==> src/design/http_host_extractor_unit_macros.svh <==
// Assertion macros shared by the host extractor RTL.
// Expects clk and arst_n in the scope of each use.
`ifndef HTTP_HOST_EXTRACTOR_UNIT_MACROS_SVH
`define HTTP_HOST_EXTRACTOR_UNIT_MACROS_SVH

// Same-cycle implication, disabled while reset is asserted.
`define HHX_ASSERT_IMP(lbl, pre, post, msg) \
	lbl: assert property (@(posedge clk) disable iff (!arst_n) (pre) |-> (post)) \
		else $error(msg);

// Next-cycle implication, disabled while reset is asserted.
`define HHX_ASSERT_NXT(lbl, pre, post, msg) \
	lbl: assert property (@(posedge clk) disable iff (!arst_n) (pre) |=> (post)) \
		else $error(msg);

`endif

==> src/design/hhx_pkg.sv <==
// Types and constants of the HTTP host extractor.
// No dependencies; every other design file but the assertion macros header imports this package.
package hhx_pkg;

	localparam int POS_W   = 16;
	localparam int ADDR_W  = 32;
	localparam int PORT_W  = 16;
	localparam int LIMIT_W = 9;
	localparam int WORDS_W = 4;
	localparam int PAT_W   = 3;
	localparam int HOFS_W  = 8;

	localparam logic [POS_W-1:0] MAX_FRAME_BYTES = 16'd16384;
	localparam logic [POS_W-1:0] POS_SAT         = 16'hFFFF;

	// Fixed header byte positions.
	localparam logic [POS_W-1:0] POS_ETYPE_HI  = 16'd12;
	localparam logic [POS_W-1:0] POS_ETYPE_LO  = 16'd13;
	localparam logic [POS_W-1:0] POS_IHL       = 16'd14;
	localparam logic [POS_W-1:0] POS_PROTO     = 16'd23;
	localparam logic [POS_W-1:0] POS_SRC_FIRST = 16'd26;
	localparam logic [POS_W-1:0] POS_SRC_LAST  = 16'd29;
	localparam logic [POS_W-1:0] POS_DST_FIRST = 16'd30;
	localparam logic [POS_W-1:0] POS_DST_LAST  = 16'd33;
	localparam logic [POS_W-1:0] POS_IP_OPT    = 16'd34;

	localparam logic [HOFS_W-1:0] ETH_HDR_BYTES = 8'd14;
	localparam logic [HOFS_W-1:0] TCP_DOFF_OFS  = 8'd12;

	localparam logic [7:0] ETYPE_HI     = 8'h08;
	localparam logic [7:0] ETYPE_LO     = 8'h00;
	localparam logic [7:0] IP_PROTO_TCP = 8'd6;
	localparam logic [7:0] NUL_BYTE     = 8'h00;
	localparam logic [WORDS_W-1:0] MIN_HDR_WORDS = 4'd5;
	localparam logic [PAT_W-1:0]   PAT_LEN       = 3'd5;

	localparam logic [PORT_W-1:0]  MATCH_PORT_RST    = 16'd80;
	localparam logic [LIMIT_W-1:0] CAPTURE_LIMIT_RST = 9'd256;

	typedef enum logic [0:0] {
		REG_MATCH_PORT    = 1'b0,
		REG_CAPTURE_LIMIT = 1'b1
	} hhx_reg_t;

	typedef enum logic [5:0] {
		PH_HEADER  = 6'b000001,
		PH_SEARCH  = 6'b000010,
		PH_SKIP    = 6'b000100,
		PH_CAPTURE = 6'b001000,
		PH_DONE    = 6'b010000,
		PH_REJECT  = 6'b100000
	} hhx_phase_t;

	typedef struct packed {
		logic [7:0] rx_byte;
		logic       frame_end;
	} hhx_item_t;

	typedef struct packed {
		logic [ADDR_W-1:0] source_address;
		logic [PORT_W-1:0] source_port;
		logic [ADDR_W-1:0] dest_address;
		logic [PORT_W-1:0] dest_port;
		logic [7:0]        host_byte;
		logic              byte_valid;
		logic              record_last;
	} hhx_rec_t;

	// Characters of the "Host:" marker.
	function automatic logic [7:0] host_char(input logic [PAT_W-1:0] idx);
		logic [7:0] c;
		case (idx)
			3'd1:    c = 8'h6F;
			3'd2:    c = 8'h73;
			3'd3:    c = 8'h74;
			3'd4:    c = 8'h3A;
			default: c = 8'h48;
		endcase
		return c;
	endfunction

endpackage

==> src/design/hhx_rx_if.sv <==
// Byte stream channel carrying frame bytes into the extractor.
// Depends on hhx_pkg.
interface hhx_rx_if;
	import hhx_pkg::*;
	logic       valid;
	logic       ready;
	logic [7:0] rx_byte;
	logic       frame_end;

	modport source(output valid, output rx_byte, output frame_end, input ready);
	modport sink(input valid, input rx_byte, input frame_end, output ready);
endinterface

==> src/design/hhx_rec_if.sv <==
// Result channel carrying captured host bytes with their header fields.
// Depends on hhx_pkg.
interface hhx_rec_if;
	import hhx_pkg::*;
	logic              valid;
	logic              ready;
	logic [ADDR_W-1:0] source_address;
	logic [PORT_W-1:0] source_port;
	logic [ADDR_W-1:0] dest_address;
	logic [PORT_W-1:0] dest_port;
	logic [7:0]        host_byte;
	logic              byte_valid;
	logic              record_last;

	modport source(output valid, output source_address, output source_port,
		output dest_address, output dest_port, output host_byte,
		output byte_valid, output record_last, input ready);
	modport sink(input valid, input source_address, input source_port,
		input dest_address, input dest_port, input host_byte,
		input byte_valid, input record_last, output ready);
endinterface

==> src/design/hhx_cfg_if.sv <==
// Configuration write channel: register index and write data.
// Depends on hhx_pkg.
interface hhx_cfg_if;
	import hhx_pkg::*;
	logic        valid;
	logic        ready;
	hhx_reg_t    index;
	logic [15:0] data;

	modport source(output valid, output index, output data, input ready);
	modport sink(input valid, input index, input data, output ready);
endinterface

==> src/design/hhx_in_stage.sv <==
// Input register of the host extractor: holds one frame byte beat.
// Depends on hhx_pkg.
module hhx_in_stage (
	input  logic              clk,
	input  logic              arst_n,
	input  logic              in_valid,
	input  hhx_pkg::hhx_item_t in_item,
	output logic              in_ready,
	input  logic              take,
	output logic              item_valid,
	output hhx_pkg::hhx_item_t item
);
	import hhx_pkg::*;

	logic      valid_s1;
	hhx_item_t item_s1;

	assign in_ready   = !valid_s1 || take;
	assign item_valid = valid_s1;
	assign item       = item_s1;

	always_ff @(posedge clk or negedge arst_n) begin
		if (!arst_n) begin
			valid_s1 <= 1'b0;
		end else if (in_valid && in_ready) begin
			valid_s1 <= 1'b1;
		end else if (take) begin
			valid_s1 <= 1'b0;
		end
	end

	always_ff @(posedge clk) begin
		if (in_valid && in_ready) begin
			item_s1 <= in_item;
		end
	end
endmodule

==> src/design/hhx_parser.sv <==
// Frame parser: header tracking, marker search and capture per byte.
// Depends on hhx_pkg and the assertion macros header.
`include "http_host_extractor_unit_macros.svh"
module hhx_parser #(
	parameter int URL_BYTES = 256
) (
	input  logic                         clk,
	input  logic                         arst_n,
	input  logic                         advance,
	input  hhx_pkg::hhx_item_t           item,
	input  logic [hhx_pkg::PORT_W-1:0]   match_port,
	input  logic [hhx_pkg::LIMIT_W-1:0]  capture_limit,
	output hhx_pkg::hhx_rec_t            rec,
	output logic                         rec_valid
);
	import hhx_pkg::*;

	localparam int URL_W = $clog2(URL_BYTES + 1);
	localparam int CMP_W = (URL_W > LIMIT_W) ? URL_W : LIMIT_W;

	logic [POS_W-1:0]   pos_q;
	logic [WORDS_W-1:0] ihl_q, doff_q, ihl_u, doff_u;
	logic [ADDR_W-1:0]  src_addr_q, dst_addr_q, src_addr_u, dst_addr_u;
	logic [PORT_W-1:0]  src_port_q, dst_port_q, src_port_u, dst_port_u;
	hhx_phase_t         phase_q, phase_u;
	logic [PAT_W-1:0]   pat_q, pat_u;
	logic [LIMIT_W-1:0] cnt_q, cnt_u, cap;

	logic [CMP_W-1:0]   limit_ext, url_c;
	logic [HOFS_W-1:0]  t_base, t_doff, t_end;
	logic [7:0]         b;
	logic               byte_out, empty_out;

	assign b         = item.rx_byte;
	assign limit_ext = CMP_W'(capture_limit);
	assign url_c     = CMP_W'(URL_BYTES);
	assign cap       = (limit_ext < url_c) ? capture_limit : url_c[LIMIT_W-1:0];

	// TCP header start and last TCP header byte.
	assign t_base = ETH_HDR_BYTES + {2'b00, ihl_q, 2'b00};
	assign t_doff = t_base + TCP_DOFF_OFS;
	assign t_end  = t_base + {2'b00, doff_q, 2'b00} - 8'd1;

	always_comb begin
		ihl_u      = ihl_q;
		doff_u     = doff_q;
		src_addr_u = src_addr_q;
		dst_addr_u = dst_addr_q;
		src_port_u = src_port_q;
		dst_port_u = dst_port_q;
		phase_u    = phase_q;
		pat_u      = pat_q;
		cnt_u      = cnt_q;
		byte_out   = 1'b0;
		if (pos_q < MAX_FRAME_BYTES) begin
			case (phase_q)
				PH_HEADER: begin
					if (pos_q == POS_ETYPE_HI) begin
						if (b != ETYPE_HI) phase_u = PH_REJECT;
					end else if (pos_q == POS_ETYPE_LO) begin
						if (b != ETYPE_LO) phase_u = PH_REJECT;
					end else if (pos_q == POS_IHL) begin
						ihl_u = b[3:0];
						if (b[3:0] < MIN_HDR_WORDS) phase_u = PH_REJECT;
					end else if (pos_q == POS_PROTO) begin
						if (b != IP_PROTO_TCP) phase_u = PH_REJECT;
					end else if (pos_q >= POS_SRC_FIRST && pos_q <= POS_SRC_LAST) begin
						src_addr_u = {src_addr_q[ADDR_W-9:0], b};
					end else if (pos_q >= POS_DST_FIRST && pos_q <= POS_DST_LAST) begin
						dst_addr_u = {dst_addr_q[ADDR_W-9:0], b};
					end else if (pos_q >= POS_IP_OPT) begin
						if (pos_q == {8'h00, t_base} || pos_q == {8'h00, t_base + 8'd1}) begin
							src_port_u = {src_port_q[7:0], b};
						end else if (pos_q == {8'h00, t_base + 8'd2} ||
							pos_q == {8'h00, t_base + 8'd3}) begin
							dst_port_u = {dst_port_q[7:0], b};
							if (pos_q == {8'h00, t_base + 8'd3} && dst_port_u != match_port)
								phase_u = PH_REJECT;
						end else if (pos_q == {8'h00, t_doff}) begin
							doff_u = b[7:4];
							if (b[7:4] < MIN_HDR_WORDS) phase_u = PH_REJECT;
						end else if (pos_q > {8'h00, t_doff} && pos_q == {8'h00, t_end}) begin
							phase_u = PH_SEARCH;
						end
					end
				end
				PH_SEARCH: begin
					if (b == NUL_BYTE) begin
						phase_u = PH_REJECT;
					end else if (b == host_char((pat_q < PAT_LEN) ? pat_q : 3'd0)) begin
						pat_u = pat_q + 3'd1;
						if (pat_u >= PAT_LEN) begin
							pat_u   = 3'd0;
							phase_u = PH_SKIP;
						end
					end else begin
						pat_u = (b == host_char(3'd0)) ? 3'd1 : 3'd0;
					end
				end
				PH_SKIP: phase_u = PH_CAPTURE;
				PH_CAPTURE: begin
					if (cnt_q < cap) begin
						cnt_u    = cnt_q + 9'd1;
						byte_out = 1'b1;
						if (cnt_u >= cap) phase_u = PH_DONE;
					end
				end
				default: ;
			endcase
		end
	end

	// Empty record: match seen, nothing captured, frame ends here.
	assign empty_out = item.frame_end && !byte_out && cnt_u == '0 &&
		(phase_u == PH_SKIP || phase_u == PH_CAPTURE || phase_u == PH_DONE);

	always_comb begin
		rec.source_address = src_addr_u;
		rec.source_port    = src_port_u;
		rec.dest_address   = dst_addr_u;
		rec.dest_port      = dst_port_u;
		rec.host_byte      = byte_out ? b : 8'h00;
		rec.byte_valid     = byte_out;
		rec.record_last    = empty_out || (byte_out && (cnt_u >= cap || item.frame_end));
		rec_valid          = byte_out || empty_out;
	end

	always_ff @(posedge clk or negedge arst_n) begin
		if (!arst_n) begin
			pos_q      <= '0;
			ihl_q      <= '0;
			doff_q     <= '0;
			src_addr_q <= '0;
			dst_addr_q <= '0;
			src_port_q <= '0;
			dst_port_q <= '0;
			phase_q    <= PH_HEADER;
			pat_q      <= '0;
			cnt_q      <= '0;
		end else if (advance) begin
			if (item.frame_end) begin
				pos_q      <= '0;
				ihl_q      <= '0;
				doff_q     <= '0;
				src_addr_q <= '0;
				dst_addr_q <= '0;
				src_port_q <= '0;
				dst_port_q <= '0;
				phase_q    <= PH_HEADER;
				pat_q      <= '0;
				cnt_q      <= '0;
			end else begin
				if (pos_q != POS_SAT) pos_q <= pos_q + 16'd1;
				ihl_q      <= ihl_u;
				doff_q     <= doff_u;
				src_addr_q <= src_addr_u;
				dst_addr_q <= dst_addr_u;
				src_port_q <= src_port_u;
				dst_port_q <= dst_port_u;
				phase_q    <= phase_u;
				pat_q      <= pat_u;
				cnt_q      <= cnt_u;
			end
		end
	end

	`HHX_ASSERT_IMP(a_pat_in_search, pat_q != '0, phase_q == PH_SEARCH || phase_q == PH_REJECT, "marker progress outside search")
	`HHX_ASSERT_IMP(a_cnt_in_capture, cnt_q != '0, phase_q == PH_CAPTURE || phase_q == PH_DONE, "capture count outside capture")
	`HHX_ASSERT_NXT(a_end_clears, advance && item.frame_end, pos_q == '0 && phase_q == PH_HEADER, "frame state not cleared at frame end")
endmodule

==> src/design/hhx_out_stage.sv <==
// Result register of the host extractor: holds one result beat.
// Depends on hhx_pkg.
module hhx_out_stage (
	input  logic              clk,
	input  logic              arst_n,
	input  logic              take,
	input  hhx_pkg::hhx_rec_t rec_in,
	input  logic              rec_in_valid,
	input  logic              out_ready,
	output logic              out_valid,
	output hhx_pkg::hhx_rec_t rec_out,
	output logic              free
);
	import hhx_pkg::*;

	logic     valid_s2;
	hhx_rec_t rec_s2;

	assign free      = !valid_s2 || out_ready;
	assign out_valid = valid_s2;
	assign rec_out   = rec_s2;

	always_ff @(posedge clk or negedge arst_n) begin
		if (!arst_n) begin
			valid_s2 <= 1'b0;
		end else if (take) begin
			valid_s2 <= rec_in_valid;
		end else if (out_ready) begin
			valid_s2 <= 1'b0;
		end
	end

	always_ff @(posedge clk) begin
		if (take && rec_in_valid) begin
			rec_s2 <= rec_in;
		end
	end
endmodule

==> src/design/http_host_extractor_unit.sv <==
// HTTP host extractor top level: channels, configuration registers, stages.
// Depends on hhx_pkg, the channel interfaces, hhx_in_stage, hhx_parser,
// hhx_out_stage and the assertion macros header.
//
//   channel | direction | payload                                      | beat
//   --------+-----------+----------------------------------------------+-----------------
//   rx      | in        | rx_byte, frame_end                           | one frame byte
//   rec     | out       | addresses, ports, host_byte, byte_valid, last | zero or one/byte
//   cfg     | in        | index (match_port, capture_limit), data      | one register write
//
// One byte beat per cycle sustained while rec is taken; a result passes from the input
// register through the parse logic into the result register.
// The parse step is a single pass of compares per byte.
// Reset clears the frame state, the stage valids and the configuration
// registers (match_port 80, capture_limit 256); no clearing pass is needed.
// A stalled result register holds the byte in the input register; rx ready
// drops only while both stages are full and rec is not taken.
`include "http_host_extractor_unit_macros.svh"
module http_host_extractor_unit #(
	parameter int URL_BYTES = 256
) (
	input logic      clk,
	input logic      arst_n,
	hhx_rx_if.sink   rx,
	hhx_rec_if.source rec,
	hhx_cfg_if.sink  cfg
);
	import hhx_pkg::*;

	logic [PORT_W-1:0]  match_port_q;
	logic [LIMIT_W-1:0] capture_limit_q;

	hhx_item_t in_item, item;
	hhx_rec_t  rec_next, rec_out;
	logic      item_valid, take, free, rec_next_valid;

	// Register writes: always accept, ignore nothing in range.
	assign cfg.ready = 1'b1;

	always_ff @(posedge clk or negedge arst_n) begin
		if (!arst_n) begin
			match_port_q    <= MATCH_PORT_RST;
			capture_limit_q <= CAPTURE_LIMIT_RST;
		end else if (cfg.valid) begin
			case (cfg.index)
				REG_MATCH_PORT:    match_port_q    <= cfg.data;
				REG_CAPTURE_LIMIT: capture_limit_q <= cfg.data[LIMIT_W-1:0];
				default: ;
			endcase
		end
	end

	assign in_item.rx_byte   = rx.rx_byte;
	assign in_item.frame_end = rx.frame_end;

	// Advance the held byte whenever the result register can take its outcome.
	assign take = item_valid && free;

	hhx_in_stage u_in (
		.clk        (clk),
		.arst_n     (arst_n),
		.in_valid   (rx.valid),
		.in_item    (in_item),
		.in_ready   (rx.ready),
		.take       (take),
		.item_valid (item_valid),
		.item       (item)
	);

	hhx_parser #(
		.URL_BYTES (URL_BYTES)
	) u_parse (
		.clk           (clk),
		.arst_n        (arst_n),
		.advance       (take),
		.item          (item),
		.match_port    (match_port_q),
		.capture_limit (capture_limit_q),
		.rec           (rec_next),
		.rec_valid     (rec_next_valid)
	);

	hhx_out_stage u_out (
		.clk          (clk),
		.arst_n       (arst_n),
		.take         (take),
		.rec_in       (rec_next),
		.rec_in_valid (rec_next_valid),
		.out_ready    (rec.ready),
		.out_valid    (rec.valid),
		.rec_out      (rec_out),
		.free         (free)
	);

	assign rec.source_address = rec_out.source_address;
	assign rec.source_port    = rec_out.source_port;
	assign rec.dest_address   = rec_out.dest_address;
	assign rec.dest_port      = rec_out.dest_port;
	assign rec.host_byte      = rec_out.host_byte;
	assign rec.byte_valid     = rec_out.byte_valid;
	assign rec.record_last    = rec_out.record_last;

	`HHX_ASSERT_IMP(a_empty_is_last, rec.valid && !rec.byte_valid, rec.record_last && rec.host_byte == 8'h00, "empty record not marked last")
	`HHX_ASSERT_NXT(a_s1_hold, item_valid && rec.valid && !rec.ready, item_valid, "held byte dropped during result stall")
	`HHX_ASSERT_NXT(a_rec_hold, rec.valid && !rec.ready, rec.valid, "result beat dropped while stalled")
endmodule
==> src/flat_wrapper.sv <==
// flat-port wrapper written by rule: the top's interface ports become plain ports
module http_host_extractor_unit_flat import hhx_pkg::*;
#(
	parameter int URL_BYTES = 256
)
  (clk, arst_n, rx_valid, rx_rx_byte, rx_frame_end, rx_ready, rec_valid, rec_source_address, rec_source_port, rec_dest_address, rec_dest_port, rec_host_byte, rec_byte_valid, rec_record_last, rec_ready, cfg_valid, cfg_index, cfg_data, cfg_ready);
  hhx_rx_if rx_i ();
  hhx_rec_if rec_i ();
  hhx_cfg_if cfg_i ();
  input logic clk;
  input logic arst_n;
  input wire logic [$bits(rx_i.valid)-1:0] rx_valid;
  input wire logic [$bits(rx_i.rx_byte)-1:0] rx_rx_byte;
  input wire logic [$bits(rx_i.frame_end)-1:0] rx_frame_end;
  output wire logic [$bits(rx_i.ready)-1:0] rx_ready;
  output wire logic [$bits(rec_i.valid)-1:0] rec_valid;
  output wire logic [$bits(rec_i.source_address)-1:0] rec_source_address;
  output wire logic [$bits(rec_i.source_port)-1:0] rec_source_port;
  output wire logic [$bits(rec_i.dest_address)-1:0] rec_dest_address;
  output wire logic [$bits(rec_i.dest_port)-1:0] rec_dest_port;
  output wire logic [$bits(rec_i.host_byte)-1:0] rec_host_byte;
  output wire logic [$bits(rec_i.byte_valid)-1:0] rec_byte_valid;
  output wire logic [$bits(rec_i.record_last)-1:0] rec_record_last;
  input wire logic [$bits(rec_i.ready)-1:0] rec_ready;
  input wire logic [$bits(cfg_i.valid)-1:0] cfg_valid;
  input wire logic [$bits(cfg_i.index)-1:0] cfg_index;
  input wire logic [$bits(cfg_i.data)-1:0] cfg_data;
  output wire logic [$bits(cfg_i.ready)-1:0] cfg_ready;
  assign rx_i.valid = rx_valid;
  assign rx_i.rx_byte = rx_rx_byte;
  assign rx_i.frame_end = rx_frame_end;
  assign rx_ready = rx_i.ready;
  assign rec_valid = rec_i.valid;
  assign rec_source_address = rec_i.source_address;
  assign rec_source_port = rec_i.source_port;
  assign rec_dest_address = rec_i.dest_address;
  assign rec_dest_port = rec_i.dest_port;
  assign rec_host_byte = rec_i.host_byte;
  assign rec_byte_valid = rec_i.byte_valid;
  assign rec_record_last = rec_i.record_last;
  assign rec_i.ready = rec_ready;
  assign cfg_i.valid = cfg_valid;
  assign cfg_i.index = cfg_index;
  assign cfg_i.data = cfg_data;
  assign cfg_ready = cfg_i.ready;
  http_host_extractor_unit #(.URL_BYTES(URL_BYTES)) u_core (.clk(clk), .arst_n(arst_n), .rx(rx_i), .rec(rec_i), .cfg(cfg_i));
endmodule
==> config.mk <==
export PLATFORM = sky130hd
export DESIGN_NAME = http_host_extractor_unit_flat
export DESIGN_NICKNAME = d
export VERILOG_FILES = /design/src/design/hhx_pkg.sv /design/src/design/hhx_rx_if.sv /design/src/design/hhx_rec_if.sv /design/src/design/hhx_cfg_if.sv /design/src/design/hhx_in_stage.sv /design/src/design/hhx_parser.sv /design/src/design/hhx_out_stage.sv /design/src/design/http_host_extractor_unit.sv /design/src/flat_wrapper.sv
export VERILOG_INCLUDE_DIRS = /design/src /design/src/design
export SDC_FILE = /design/constraint.sdc
export NUM_CORES = 1
export LEC_CHECK = 0
export BUFFER_PORTS_ARGS = -buffer_cell sky130_fd_sc_hd__buf_2
export CAP_MARGIN = 10
export CORE_AREA = 2 2 180 182
export DETAILED_ROUTE_END_ITERATION = 6
export DIE_AREA = 0 0 182 184
export GPL_ROUTABILITY_DRIVEN = 0
export HOLD_SLACK_MARGIN = 0.02
export PLACE_DENSITY = 0.67
export SYNTH_ARGS = -nofsm -noshare
export SYNTH_HDL_FRONTEND = slang
export SYNTH_HIERARCHICAL = 1
export SYNTH_SLANG_ARGS = --single-unit
==> constraint.sdc <==
create_clock -name clk -period 13 [get_ports clk]
set_clock_uncertainty 0.2 [all_clocks]
set_input_delay 0 -clock clk [delete_from_list [all_inputs] [get_ports clk]]
set_output_delay 0 -clock clk [all_outputs]
set_load 0.01 [all_outputs]
-- Yosys cells after proc, flatten, opt, wreduce, memory -nomap -nowiden
Cells that the tools add are included.
- logic and storage cells: 236
- output and inout bits: 109
- register bits: 280
- input bits: 31
- order comparisons: 15
- bitwise logic cells: 1
- reductions and logical operators: 41
- add/subtract/negate cells: 10
- mux-type cells: 110
- equal/unequal tests: 36
- operator list (operator ; number):
    two-way mux 32 bit ; 17
    two-way mux 16 bit ; 25
    two-way mux 6 bit ; 24
    equality test 16 x 8 -> 1 bit ; 5
    two-way mux 4 bit ; 19
    equality test 16 x 4 -> 1 bit (second input constant) ; 3
    two-way mux 9 bit ; 5
    >= comparator 16 x 5 -> 1 bit (second input constant) ; 2
    case mux 7 bit (4 select lines) ; 1
    two-way mux 8 bit ; 3
    case mux 6 bit (4 select lines) ; 1
    two-way mux 3 bit ; 7
    >= comparator 9 bit ; 2
    != test 2 x 1 -> 1 bit (second input constant) ; 9
    nonzero test 2 bit ; 9
    adder 16 x 1 -> 16 bit (second input constant) ; 1
    adder 7 x 2 -> 8 bit (second input constant) ; 2
    equality test 16 x 5 -> 1 bit (second input constant) ; 1
    equality test 16 x 7 -> 1 bit ; 1
    >= comparator 16 x 6 -> 1 bit (second input constant) ; 1
    > comparator 16 x 8 -> 1 bit ; 1
    less-or-equal comparator 16 x 5 -> 1 bit (second input constant) ; 1
    less-or-equal comparator 16 x 6 -> 1 bit (second input constant) ; 1
    < comparator 16 x 15 -> 1 bit (second input constant) ; 1
    other kinds (38) ; 71

-- Logic depth before layout (Yosys ltp)
Gate-level depths: netlist (run 1).
- depth in word-level cells: 24
- mapped depth: 22
- depth with buffers taken out: 20

-- By module
The synthesis (run 1) kept the hierarchy.
- by module, submodules not included (module ; seq. area each (um^2) ; instances ; cells an instance ; area an instance (um^2)):
    hhx_parser ; 3454.6 ; 1 ; 1003 ; 9728.1
    hhx_out_stage ; 3208.1 ; 1 ; 110 ; 3238.1
    http_host_extractor_unit ; 629.4 ; 1 ; 57 ; 1017.2
    hhx_in_stage ; 295.3 ; 1 ; 13 ; 324.1

-- Worst setup path before layout (run 1)
No wires, ideal clock.
- path kind: reg-to-reg
- start: reg u_core.u_parse.ihl_q[0]
- end: reg u_core.u_out.rec_s2 (netlist bit u_core/u_out/rec_out[0]), enable pin
- required time: 12409 ps
- setup time: 391 ps
- cell stages (with the launch flop): 16
- slack: 8545 ps
- period minus slack after synthesis: 4455 ps
- data arrival time: 3864 ps
- path buffers: 1
- cells stage by stage: dfrtp_1 > buf_2 > inv_1 > ha_1 > xor2_2 > inv_1 > ha_1 > xnor2_1 > xnor2_1 > and4_1 > nand3_1 > and4b_1 > nor2_1 > o311a_1 > o41ai_2 > and2_4
- word-level cells in the longest chain between the ends: 24
- elaborated cells on any way between the ends: 40
- those cells by class: add/sub: 7; order compare: 1; eq/ne: 9; mux: 14; reduce/logical: 9
- RTL lines (what ; line ; source):
    start: declaration ; hhx_parser.sv:22 ; logic [WORDS_W-1:0] ihl_q, doff_q, ihl_u, doff_u;
    start signal: assignment ; hhx_parser.sv:154 ; ihl_q <= ihl_u;
    adder 4 x 6 -> 7 bit (*) ; hhx_parser.sv:40 ; assign t_base = ETH_HDR_BYTES + {2'b00, ihl_q, 2'b00};
    adder 7 x 6 -> 8 bit ; hhx_parser.sv:42 ; assign t_end = t_base + {2'b00, doff_q, 2'b00} - 8'd1;
    subtractor 8 x 1 -> 8 bit ; hhx_parser.sv:42 ;
    equality test 16 x 8 -> 1 bit ; hhx_parser.sv:82 ; end else if (pos_q > {8'h00, t_doff} && pos_q == {8'h00, t_end}) begin
    logical AND 1 bit ; hhx_parser.sv:82 ;
    two-way mux 6 bit ; hhx_parser.sv:82 ;
    two-way mux 6 bit ; hhx_parser.sv:79 ; end else if (pos_q == {8'h00, t_doff}) begin
    two-way mux 6 bit ; hhx_parser.sv:74 ; end else if (pos_q == {8'h00, t_base + 8'd2} ||
    [9 not listed] ; - ;
    two-way mux 6 bit (*) ; hhx_parser.sv:55 ; if (pos_q < MAX_FRAME_BYTES) begin
    equality test 6 x 3 -> 1 bit / equality test 6 x 4 -> 1 bit (equally long branches) ; hhx_parser.sv:115 ; (phase_u == PH_SKIP || phase_u == PH_CAPTURE || phase_u == PH_DONE);
    logical OR 1 bit ; hhx_parser.sv:115 ;
    logical OR 1 bit (*) ; hhx_parser.sv:115 ;
    logical AND 1 bit (*) ; hhx_parser.sv:114 ; assign empty_out = item.frame_end && !byte_out && cnt_u == '0 &&
    logical OR 1 bit (*) ; hhx_parser.sv:125 ; rec_valid = byte_out || empty_out;
    via u_core.rec_next_valid ; http_host_extractor_unit.sv:35 ; logic item_valid, take, free, rec_next_valid;
    logical AND 1 bit (*) ; hhx_out_stage.sv:34 ; if (take && rec_in_valid) begin
    end signal: assignment ; hhx_out_stage.sv:35 ; rec_s2 <= rec_in;
    end: declaration ; hhx_out_stage.sv:17 ; hhx_rec_t rec_s2;
The timed path passes the listed nets; every way through them passes the cells marked *.
A chain may end at the register's enable or synchronous reset.

-- Worst setup path in the final report (run 1)
- start: reg u_core.u_parse.ihl_q[0]
- end: reg u_core.u_out.rec_s2 (netlist bit u_core/u_out/rec_out[56]), enable pin
The elaborated chain is that of the path after synthesis.

==> metrics.yaml, run 1 <==
die_area_um2: 33500
numCtsBuffers: 29
start_util_pct: 45.6
vias: 10300
ys.flop_type: "dfrtp_1"
drv_slew: 0
cts.clk_slew.worst_paths_ps: 70
p_leak_nw: 7.30
fin_nets: 1434
arrival_ps: 5470
synth_area_um2: 14300
synth_edf_count: 115
irDropWorstVdd_mv: 0.114
clkSinkCount: 280
first_global_vias: 10500
clk_latency_ps: 560
root_buffer: "clkbuf_16"
htreeDepth: 1
relSlewSlack_pct: 30.7
antenna_found_initial: 0
grt_max_degree: 82
end_kind: "flop"
dieWidth_um: 182
postCtsResizedCells: 0
path_cells: "inv_1 > ha_1 > xor2_2 > inv_1 > ha_1 > xnor2_1 > xnor2_1 > and4_1 > nand3_1 > and4b_1 > nor2_1 > o311a_1 > o41ai_2 > and2_4 > buf_4"
cp_top_family: "simple AND/OR/NAND/NOR gates"
hpwl_mm: 22.1
grt_pass1_wl_mm: 57.5
crit_type: "reg -> reg"
hold_violations: 0
max_freq_mhz: 182
final.setup.tns_ps: 0
max_slew.worst_pin.slew_ps: 1040
vias_per_cell: 5.81
synthDistinctLibCells: 96
drt_pass1_iterations: 7
ys_seq_area_share_pct: 53.0
clk_path_buf_depth: 3
cp-start-kind: "flop"
cts_tree: "yes"
core_um2: 31400
port_buffers: 138
antenna_cells: 0
grt.total_usage_pct: 21.4
period_share_pct: 42.3
drc: 0
rsz0062_at_grt: "false"
cp_slowest_stage_delay_ps: 760
worst_hold_path_type: "in -> reg"
syn_to_final_growth_pct: 18.2
grt-ovfl-total: 0
synth_cells: 1183
drtIter0Drc: 756
ant_nets: 0
power-per-cell-area_nw_per_um2: 135
postSynthAreaPerCell_um2: 12.1
ys.warnings.count: 6
cpMaxStageDelayCell: "buf_4"
place_area_um2: 15200
min_period_ps: 5500
crit_fanout: 69
maxCapViolCount: 0
post_drt_wl_per_cell_um: 20.2
syn_nets: 1262
ys_ff_latch: 280
fin_area_um2: 16900
status: "finished, final reports clean"
layout-drive-gt1-share_pct: 24.7
pin_count: 140
finalNonFillerCells: 1780
timing.critical_path.buf_inv: 3
final_core_util_pct: 53.9
synthArstFlopShare_pct: 58.9
die_h_um: 184
wirelength_mm: 36.0
finalSetupViolations: 0
ff2ff_setup_slack_ps: 7500
crit_required_ps: 12970
dpl.cell_count: 1656
row_count: 65
routing by layer:
layer,GRT usage (%),vias up,share of wire [%],wire length (um)
li1,-,4799,-,-
met1,29.1,5114,44,15700
met2,35.9,344,48,17200
met3,2.77,77,5.3,1900
met4,6.81,0,3.2,1140
met5,0,-,0,0
report_power, final:
group | internal [mW] | leakage (nW) | switching, mW | total (mW)
combinational | 0.168 | 3.49 | 0.246 | 0.413
clock | 0.490 | 0.481 | 0.346 | 0.836
sequential | 0.972 | 3.33 | 0.0522 | 1.02
Yosys cell counts, types with 5 or more instances:
cell / instances / area [um2]
nor4_1: 7 / 43.8
edfxtp_1: 115 / 3450
or3_1: 12 / 75.1
a22oi_1: 31 / 233
and2_1: 23 / 144
mux2_4: 10 / 150
nor3_1: 11 / 55.1
nor2_1: 47 / 176
a21o_1: 20 / 150
nand2_1: 54 / 203
buf_6: 6 / 67.6
a22o_1: 57 / 499
and4_1: 8 / 70.1
mux2_2: 97 / 1090
o21a_1: 7 / 52.6
nand3b_1: 9 / 67.6
nor2b_1: 9 / 56.3
xnor2_1: 42 / 368
dfrtp_1: 161 / 4030
o2bb2ai_1: 45 / 394
nand4_1: 16 / 100
xor2_1: 17 / 149
a21oi_1: 45 / 225
o21ai_0: 38 / 190
and3_1: 10 / 62.6
nand2b_1: 17 / 106
ha_1: 47 / 588
nand3_1: 22 / 110
inv_1: 20 / 75.1
a31oi_1: 5 / 31.3
clkbuf_1: 62 / 233
per-stage QoR:
stage | total power [mW] | setup slack [ps] | hold WS (ps)
final | 2.27 | 7500 | 73.4
after global routing | 2.38 | 7120 | 70.0
after CTS | 2.28 | 7510 | 31.3
after detailed placement | 1.42 | 7570 | -20.1
after global placement | 1.42 | 7760 | -16.2
after floorplan | 1.30 | 8550 | -496
worst min-delay path: cells and delay by family:
family	cells	cell delay [ps]
muxes	1	140
buffers and inverters	2	660
layout make-up:
type | count | area [um2]
Fill cell | 2722 | 14500
Sequential cell | 280 | 7590
Multi-Input combinational cell | 802 | 6270
Timing Repair Buffer | 221 | 1510
Clock buffer | 42 | 845
Tap cell | 402 | 503
Clock inverter | 12 | 120
Inverter | 21 | 80.1
sequential cells by signal (all words and copies together) (netlist names):
register and flops:
u_core/u_parse/pos_q 16, u_core/match_port_q 16, u_core/u_out/rec_out 106, u_core/u_in/item 9
u_core/capture_limit_q 9, u_core/u_parse/dst_addr_q 32, u_core/u_parse/doff_q 4, u_core/u_parse/src_addr_q 32
u_core/u_in/item_valid 1, u_core/u_parse/cnt_q 9, u_core/u_parse/phase_q 6, u_core/u_parse/dst_port_q 16
u_core/u_out/out_valid 1, u_core/u_parse/ihl_q 4, u_core/u_parse/src_port_q 16, u_core/u_parse/pat_q 3
path summary, 6_finish.rpt:
check	cells after the start	from	endpoint
setup reg to reg	15	u_core/u_parse/ihl_q[0]	u_core/u_out/rec_out[56]
hold reg to reg	1	u_core/u_parse/src_port_q[9]	u_core/u_parse/src_port_q[9]
min in group asynchronous	3	arst_n	u_core/match_port_q[7]
setup / recovery	15	u_core/u_parse/ihl_q[0]	u_core/u_out/rec_out[56]
hold / removal	3	cfg_data[8]	u_core/match_port_q[8]
max in group asynchronous	4	arst_n	u_core/u_parse/dst_addr_q[27]
logic make-up (layout without fill, tap and decap cells):
logic type	Yosys count	after routing	synth area share (%)
adder cells (fa/ha/maj)	49	49	4.32
other	2	2	0.0525
multiplexers	109	109	8.82
buffers and inverters	101	296	3.30
AND/OR/NAND/NOR	281	281	11.1
XOR/XNOR	62	62	3.95
flip-flops	280	280	53.0
AO/OA/AOI/OAI	299	299	15.4
placed cells by master (no fill, tap or decap), types with 12 or more instances in the layout:
| cell | synthesis | routed |
|---|---|---|
| a21o_1 | 20 | 20 |
| a21oi_1 | 45 | 45 |
| a22o_1 | 57 | 57 |
| a22oi_1 | 31 | 31 |
| and2_1 | 23 | 23 |
| buf_2 | 3 | 137 |
| buf_4 | 4 | 13 |
| clkbuf_16 | 0 | 29 |
| dfrtp_1 | 161 | 161 |
| dlygate4sd3_1 | 0 | 69 |
| edfxtp_1 | 115 | 115 |
| ha_1 | 47 | 47 |
| inv_1 | 20 | 19 |
| mux2_2 | 97 | 97 |
| nand2_1 | 54 | 54 |
| nand2b_1 | 17 | 17 |
| nand3_1 | 22 | 21 |
| nand4_1 | 16 | 16 |
| nor2_1 | 47 | 44 |
| o21ai_0 | 38 | 38 |
| o2bb2ai_1 | 45 | 45 |
| or3_1 | 12 | 12 |
| xnor2_1 | 42 | 42 |
| xor2_1 | 17 | 17 |
repair_timing:
item,in CTS,in global routing
setup buffers,0,0
hold buffers,70,0
hold endpoints to repair,155,0
No activity file was read; power rests on OpenSTA's default activity.
==> inputs of run 2 (changes only) <==
==> constraint.sdc (replaced) <==
create_clock -name clk -period 5.7 [get_ports clk]
set_clock_uncertainty 0.2 [all_clocks]
set_input_delay 0 -clock clk [delete_from_list [all_inputs] [get_ports clk]]
set_output_delay 0 -clock clk [all_outputs]
set_load 0.01 [all_outputs]
==> metrics.yaml, run 2 (synthesis gave the netlist of run 1 again) <==
period_share_pct: 86.7  # +44 points
finalSetupViolations: 0  # unchanged
drtIter0Drc: 846  # +12%
numCtsBuffers: 31  # +6.9%
post_drt_wl_per_cell_um: 20.1  # -0.80%
row_count: 65  # unchanged
ant_nets: 0  # unchanged
min_path_cells: 3  # unchanged
syn_to_final_growth_pct: 18.3
cts.clk_slew.worst_paths_ps: 60  # about the same
end_kind: "flop"
crit_fanout: 38  # -45%
min_period_ps: 4940  # -560 ps
reg2reg_depth: 11  # -4
antenna_cells: 0  # unchanged
p_leak_nw: 7.31  # +0.11%
grt-ovfl-total: 0  # unchanged
vias_per_cell: 5.81  # about the same
final_common_cell: "dfrtp_1"
antenna_found_initial: 0  # unchanged
core_um2: 31400  # unchanged
critical_path.reg2reg.startpoint: "u_core/u_parse/ihl_q[0]"
final.setup.tns_ps: 0  # unchanged
htreeDepth: 1  # unchanged
hpwl_mm: 22.6  # +2.1%
worst_hold_path_type: "in -> reg"
pin_count: 140  # unchanged
dieWidth_um: 182  # unchanged
largest_reg_flops: 106  # unchanged
maxCapViolCount: 0  # unchanged
min_from: "cfg_data[6]"
layout-drive-gt1-share_pct: 24.8  # +0.091 points
net-switching-power_mw: 1.47  # +130%
arrival_ps: 4960  # -510 ps
timing.rr.end: "u_core/u_out/rec_out[68]"
grt.total_usage_pct: 21.1  # -0.31 points
drc: 0  # unchanged
clkSinkCount: 280  # unchanged
cellInternalPower_mw: 3.72  # +130%
hold_violations: 0  # unchanged
switching_share_pct: 28.3  # +0.032 points
holdPathEnd: "u_core/capture_limit_q[6]"
start_util_pct: 45.6  # unchanged
first_global_vias: 10100  # -3.2%
fin_nets: 1435  # +0.070%
vias: 10400  # +0.21%
status: "finished, final reports clean"
cp-start-kind: "flop"
hold-worst-slack_ps: 49.3  # -24.2 ps
die_h_um: 184  # unchanged
wirelength_mm: 35.8  # -0.63%
grt_pass1_wl_mm: 56.5  # -1.8%
irDropWorstVdd_mv: 0.229  # +100%
crit_type: "reg -> reg"
p_seq_share_pct: 44.9  # about the same
port_buffers: 138  # unchanged
combPwrFrac_pct: 18.1  # about the same
ff2ff_setup_slack_ps: 760  # -6740 ps
max_freq_mhz: 202  # +11%
post-cts-setup-buffers: 0  # unchanged
root_buffer: "clkbuf_16"
power-per-cell-area_nw_per_um2: 307  # +130%
fin_total_pwr_mw: 5.19  # +130%
drt_pass1_iterations: 7  # unchanged
relSlewSlack_pct: 35.0  # +4.3 points
p_clk_share_pct: 37.0  # +0.2 points
drv_slew: 0  # unchanged
final_cell_mix: "dfrtp_1, buf_2, edfxtp_1"
rsz0062_at_grt: "false"
clk_path_buf_depth: 3  # unchanged
max_slew.worst_pin.slew_ps: 975  # -61.1 ps
clk_latency_ps: 560  # about the same
cts_tree: "yes"
die_area_um2: 33500  # unchanged
crit_required_ps: 5720  # -7250 ps
grt_max_degree: 85  # +3.7%
## run 2: cell count changes in the layout (fill, tap and decap cells not counted), moves of 2 or more
cell,before,now
clkbuf_8,7,3
buf_4,13,16
clkinv_2,7,5
clkbuf_1,6,11
inv_6,2,4
dlygate4sd3_1,69,64
clkbuf_16,29,32
## run 2: final cells by class
type	instances	area (um2)
multi-input cells	802	6270
flip-flops and latches	280	7590
repair buffers	220	1510
clock buffers	46	883
well taps	402	503
fillers	2667	14500
clock inverters	12	101
inverters	21	80.1
## run 2: metrics by stage
stage	instance area [um2]	setup slack [ps]	std cells	utilization [%]
final	16900	760	1783	53.9
after global routing	16900	470	1783	53.9
after CTS	16900	750	1783	53.9
after detailed placement	15300	759	1660	48.7
after global placement	15300	951	1660	48.7
after floorplan	14300	1250	1183	-
## run 2: metal layers
metal | up-vias | global-route usage (%) | part of all wire [%]
met3 | 62 | 2.48 | 5.1
li1 | 4829 | - | -
met5 | - | 0 | 0
met4 | 0 | 6.10 | 2.8
met1 | 5086 | 29.4 | 45
met2 | 379 | 35.1 | 47
## run 2: timing repair
action / 4_1_cts / 5_1_grt
endpoints found under the setup margin: 0 / 0
hold buffers: 65 / 0
resized for setup: 0 / 0
hold endpoints to repair: 211 / 0
## run 2: worst max-delay path by stage
stage / start / endpoint / slack, ps
floorplan: u_core/u_parse/ihl_q[0] / u_core/u_out/rec_out[0] / 1250
global placement: u_core/u_parse/ihl_q[0] / u_core/u_out/rec_out[60] / 950
detailed placement: u_core/u_parse/ihl_q[0] / u_core/u_out/rec_out[63] / 760
CTS: u_core/u_parse/ihl_q[0] / u_core/u_out/rec_out[63] / 750
global route: u_core/u_parse/ihl_q[0] / u_core/u_out/rec_out[72] / 470
finish: u_core/u_parse/ihl_q[0] / u_core/u_out/rec_out[68] / 760
## run 2: worst max-delay path, cell delays in order, from the launching register on
cell and delay [ps]:
dfrtp_1 530, inv_1 150, ha_1 440, xnor2_1 170
or4_1 430, o41ai_1 770, or2b_1 280, a31o_1 210
o311a_1 140, o41ai_2 320, and2_4 560, buf_4 390
## run 2: power groups by stage
| stage | Combinational (mW) | Sequential [mW] | Clock (mW) |
|---|---|---|---|
| CTS | 0.933 | 2.33 | 1.96 |
| detailed placement | 0.879 | 2.37 | 0 |
| global placement | 0.864 | 2.37 | 0 |
| finish | 0.940 | 2.33 | 1.92 |
| floorplan | 0.649 | 2.33 | 0 |
| global route | 1.04 | 2.34 | 2.05 |
==> inputs of run 3 (changes only) <==
--- a/config.mk
+++ b/config.mk
@@ -6,14 +6,14 @@
 export SDC_FILE = /design/constraint.sdc
 export NUM_CORES = 1
 export LEC_CHECK = 0
-export BUFFER_PORTS_ARGS = -buffer_cell sky130_fd_sc_hd__buf_2
 export CAP_MARGIN = 10
 export CORE_AREA = 2 2 180 182
 export DETAILED_ROUTE_END_ITERATION = 6
 export DIE_AREA = 0 0 182 184
+export DONT_BUFFER_PORTS = 1
 export GPL_ROUTABILITY_DRIVEN = 0
 export HOLD_SLACK_MARGIN = 0.02
-export PLACE_DENSITY = 0.67
+export PLACE_DENSITY = 0.63
 export SYNTH_ARGS = -nofsm -noshare
 export SYNTH_HDL_FRONTEND = slang
 export SYNTH_HIERARCHICAL = 1
==> metrics.yaml, run 3 (synthesis gave the netlist of run 1 again) <==
drc: 0  # unchanged
cts.clk_slew.worst_paths_ps: 70  # about the same
arrival_ps: 4810  # -150 ps
start_util_pct: 45.6  # unchanged
final_core_util_pct: 52.1  # -1.8 points
grt_max_degree: 113  # +33%
max_slew.worst_pin.slew_ps: 967  # -7.53 ps
wirelength_mm: 35.3  # -1.3%
drt_pass1_iterations: 5  # -2
max_freq_mhz: 210  # +3.6%
layout-drive-gt1-share_pct: 17.1  # -7.8 points
min_period_ps: 4770  # -171 ps
core_um2: 31400  # unchanged
drv_slew: 0  # unchanged
end_kind: "flop"
reg2reg_depth: 15  # +4
ff2ff_setup_slack_ps: 930  # +170 ps
grt_util_met1_pct: 28.0  # -1.4 points
crit_fanout: 42  # +11%
worst_hold_path_type: "in -> reg"
antenna_found_initial: 0  # unchanged
gr-usage-met2_pct: 34.1  # -0.95 points
die_area_um2: 33500  # unchanged
busiest_layer: "met2"
htreeDepth: 1  # unchanged
use_met3_pct: 4.02  # +1.5 points
fill_cells: 2671  # +0.15%
vias: 9745  # -5.9%
clk_path_buf_depth: 3  # unchanged
first_global_vias: 9595  # -5.2%
holdPathEnd: "u_core/match_port_q[10]"
hold_violations: 0  # unchanged
power-per-cell-area_nw_per_um2: 324  # +5.4%
largest_reg_flops: 106  # unchanged
post-cts-setup-buffers: 0  # unchanged
rsz0062_at_grt: "false"
numCtsBuffers: 31  # unchanged
port_buffers: 0  # -100%
final_common_cell: "dfrtp_1"
row_count: 65  # unchanged
dieWidth_um: 182  # unchanged
crit_required_ps: 5740  # +20 ps
crit_type: "reg -> reg"
period_share_pct: 83.7  # -3.0 points
fin_nets: 1301  # -9.3%
vias_per_cell: 5.91  # +1.7%
grt.total_usage_pct: 20.9  # -0.25 points
syn_to_final_growth_pct: 14.4
die_h_um: 184  # unchanged
grt_pass1_wl_mm: 55.5  # -1.8%
relSlewSlack_pct: 35.4  # +0.35 points
critical_path.reg2reg.startpoint: "u_core/u_parse/ihl_q[0]"
irDropWorstVdd_mv: 0.273  # +20%
antenna_cells: 0  # unchanged
timing.rr.end: "u_core/u_out/rec_out[3]"
clk_latency_ps: 570  # about the same
final_cell_mix: "dfrtp_1, edfxtp_1, mux2_2"
ant_nets: 0  # unchanged
cts_tree: "yes"
root_buffer: "clkbuf_16"
hpwl_mm: 22.0  # -2.5%
min_path_cells: 3  # unchanged
finalSetupViolations: 0  # unchanged
status: "finished, final reports clean"
pin_count: 140  # unchanged
p_leak_nw: 6.80  # -6.9%
maxCapViolCount: 0  # unchanged
min_from: "cfg_valid"
clkSinkCount: 280  # unchanged
post_drt_wl_per_cell_um: 21.4  # +6.7%
cp-start-kind: "flop"
grt-ovfl-total: 0  # unchanged
drtIter0Drc: 785  # -7.2%
final.setup.tns_ps: 0  # unchanged
[run 3: changes by cell type in the layout (fill, tap and decap cells not counted), moves of 2 or more]
| cell | before | now |
|---|---|---|
| clkbuf_8 | 3 | 1 |
| buf_2 | 137 | 0 |
| clkbuf_1 | 11 | 1 |
| dlygate4sd3_1 | 64 | 68 |
| buf_4 | 16 | 14 |
| bufinv_16 | 1 | 4 |
| clkinvlp_4 | 0 | 2 |
| clkinv_1 | 3 | 5 |
| clkinv_2 | 5 | 10 |
[run 3: worst max path at each step]
stage,end,startpoint,slack [ps]
floorplan,u_core/u_out/rec_out[0],u_core/u_parse/ihl_q[0],1250
global placement,u_core/u_out/rec_out[35],u_core/u_parse/ihl_q[0],1080
detailed placement,u_core/u_out/rec_out[35],u_core/u_parse/ihl_q[0],1000
CTS,u_core/u_out/rec_out[56],u_core/u_parse/ihl_q[0],1000
global route,u_core/u_out/rec_out[3],u_core/u_parse/ihl_q[0],680
finish,u_core/u_out/rec_out[3],u_core/u_parse/ihl_q[0],930
[run 3: power by group]
group / internal, mW / switching [mW]
Combinational: 0.361 / 0.522
Clock: 1.19 / 0.854
Sequential: 2.22 / 0.145
Total: 3.77 / 1.52
[run 3: cell type report]
cell class                      count  area [um2]  area share [%]
Sequential cell                   280        7590            46.4
Timing Repair Buffer               86         881            5.38
Clock inverter                     25         248            1.51
Tap cell                          402         503            3.07
Clock buffer                       33         793            4.85
Inverter                           21        80.1           0.489
Multi-Input combinational cell    802        6270            38.3
[run 3: critical path, stage by stage, from the launching register on]
cell	delay, ps
dfrtp_1	540
inv_1	160
ha_1	330
xor2_2	330
a21oi_1	90
xnor2_1	150
ha_1	280
and3_1	160
nand4_1	190
nor3_1	370
a311oi_1	170
a21oi_1	180
a221oi_1	120
o41ai_2	400
and2_4	450
buf_12	290
[run 3: metal layers]
metal / vias up / part of all wire, %
met5: - / 0
met4: 0 / 3.0
met3: 62 / 5.7
met2: 318 / 47
met1: 4817 / 44
li1: 4548 / -
[run 3: what timing repair did]
| item | in CTS | in global routing |
|---|---|---|
| hold buffers | 70 | 0 |
| endpoints found under the setup margin | 0 | 0 |
| resized for setup | 0 | 0 |
| endpoints found under the hold margin | 217 | 0 |
[run 3: metrics by stage]
stage                     total power [mW]  std cells  hold WS (ps)  cell area, um2  worst slack (ps)
after floorplan                       2.98       1183          -496           14300              1250
after global placement                3.17       1521          -490           14600              1080
after detailed placement              3.19       1521          -490           14600              1000
after CTS                             5.32       1649           134           16400               998
after global routing                  5.52       1649           158           16400               680
final                                 5.29       1649           155           16400               931
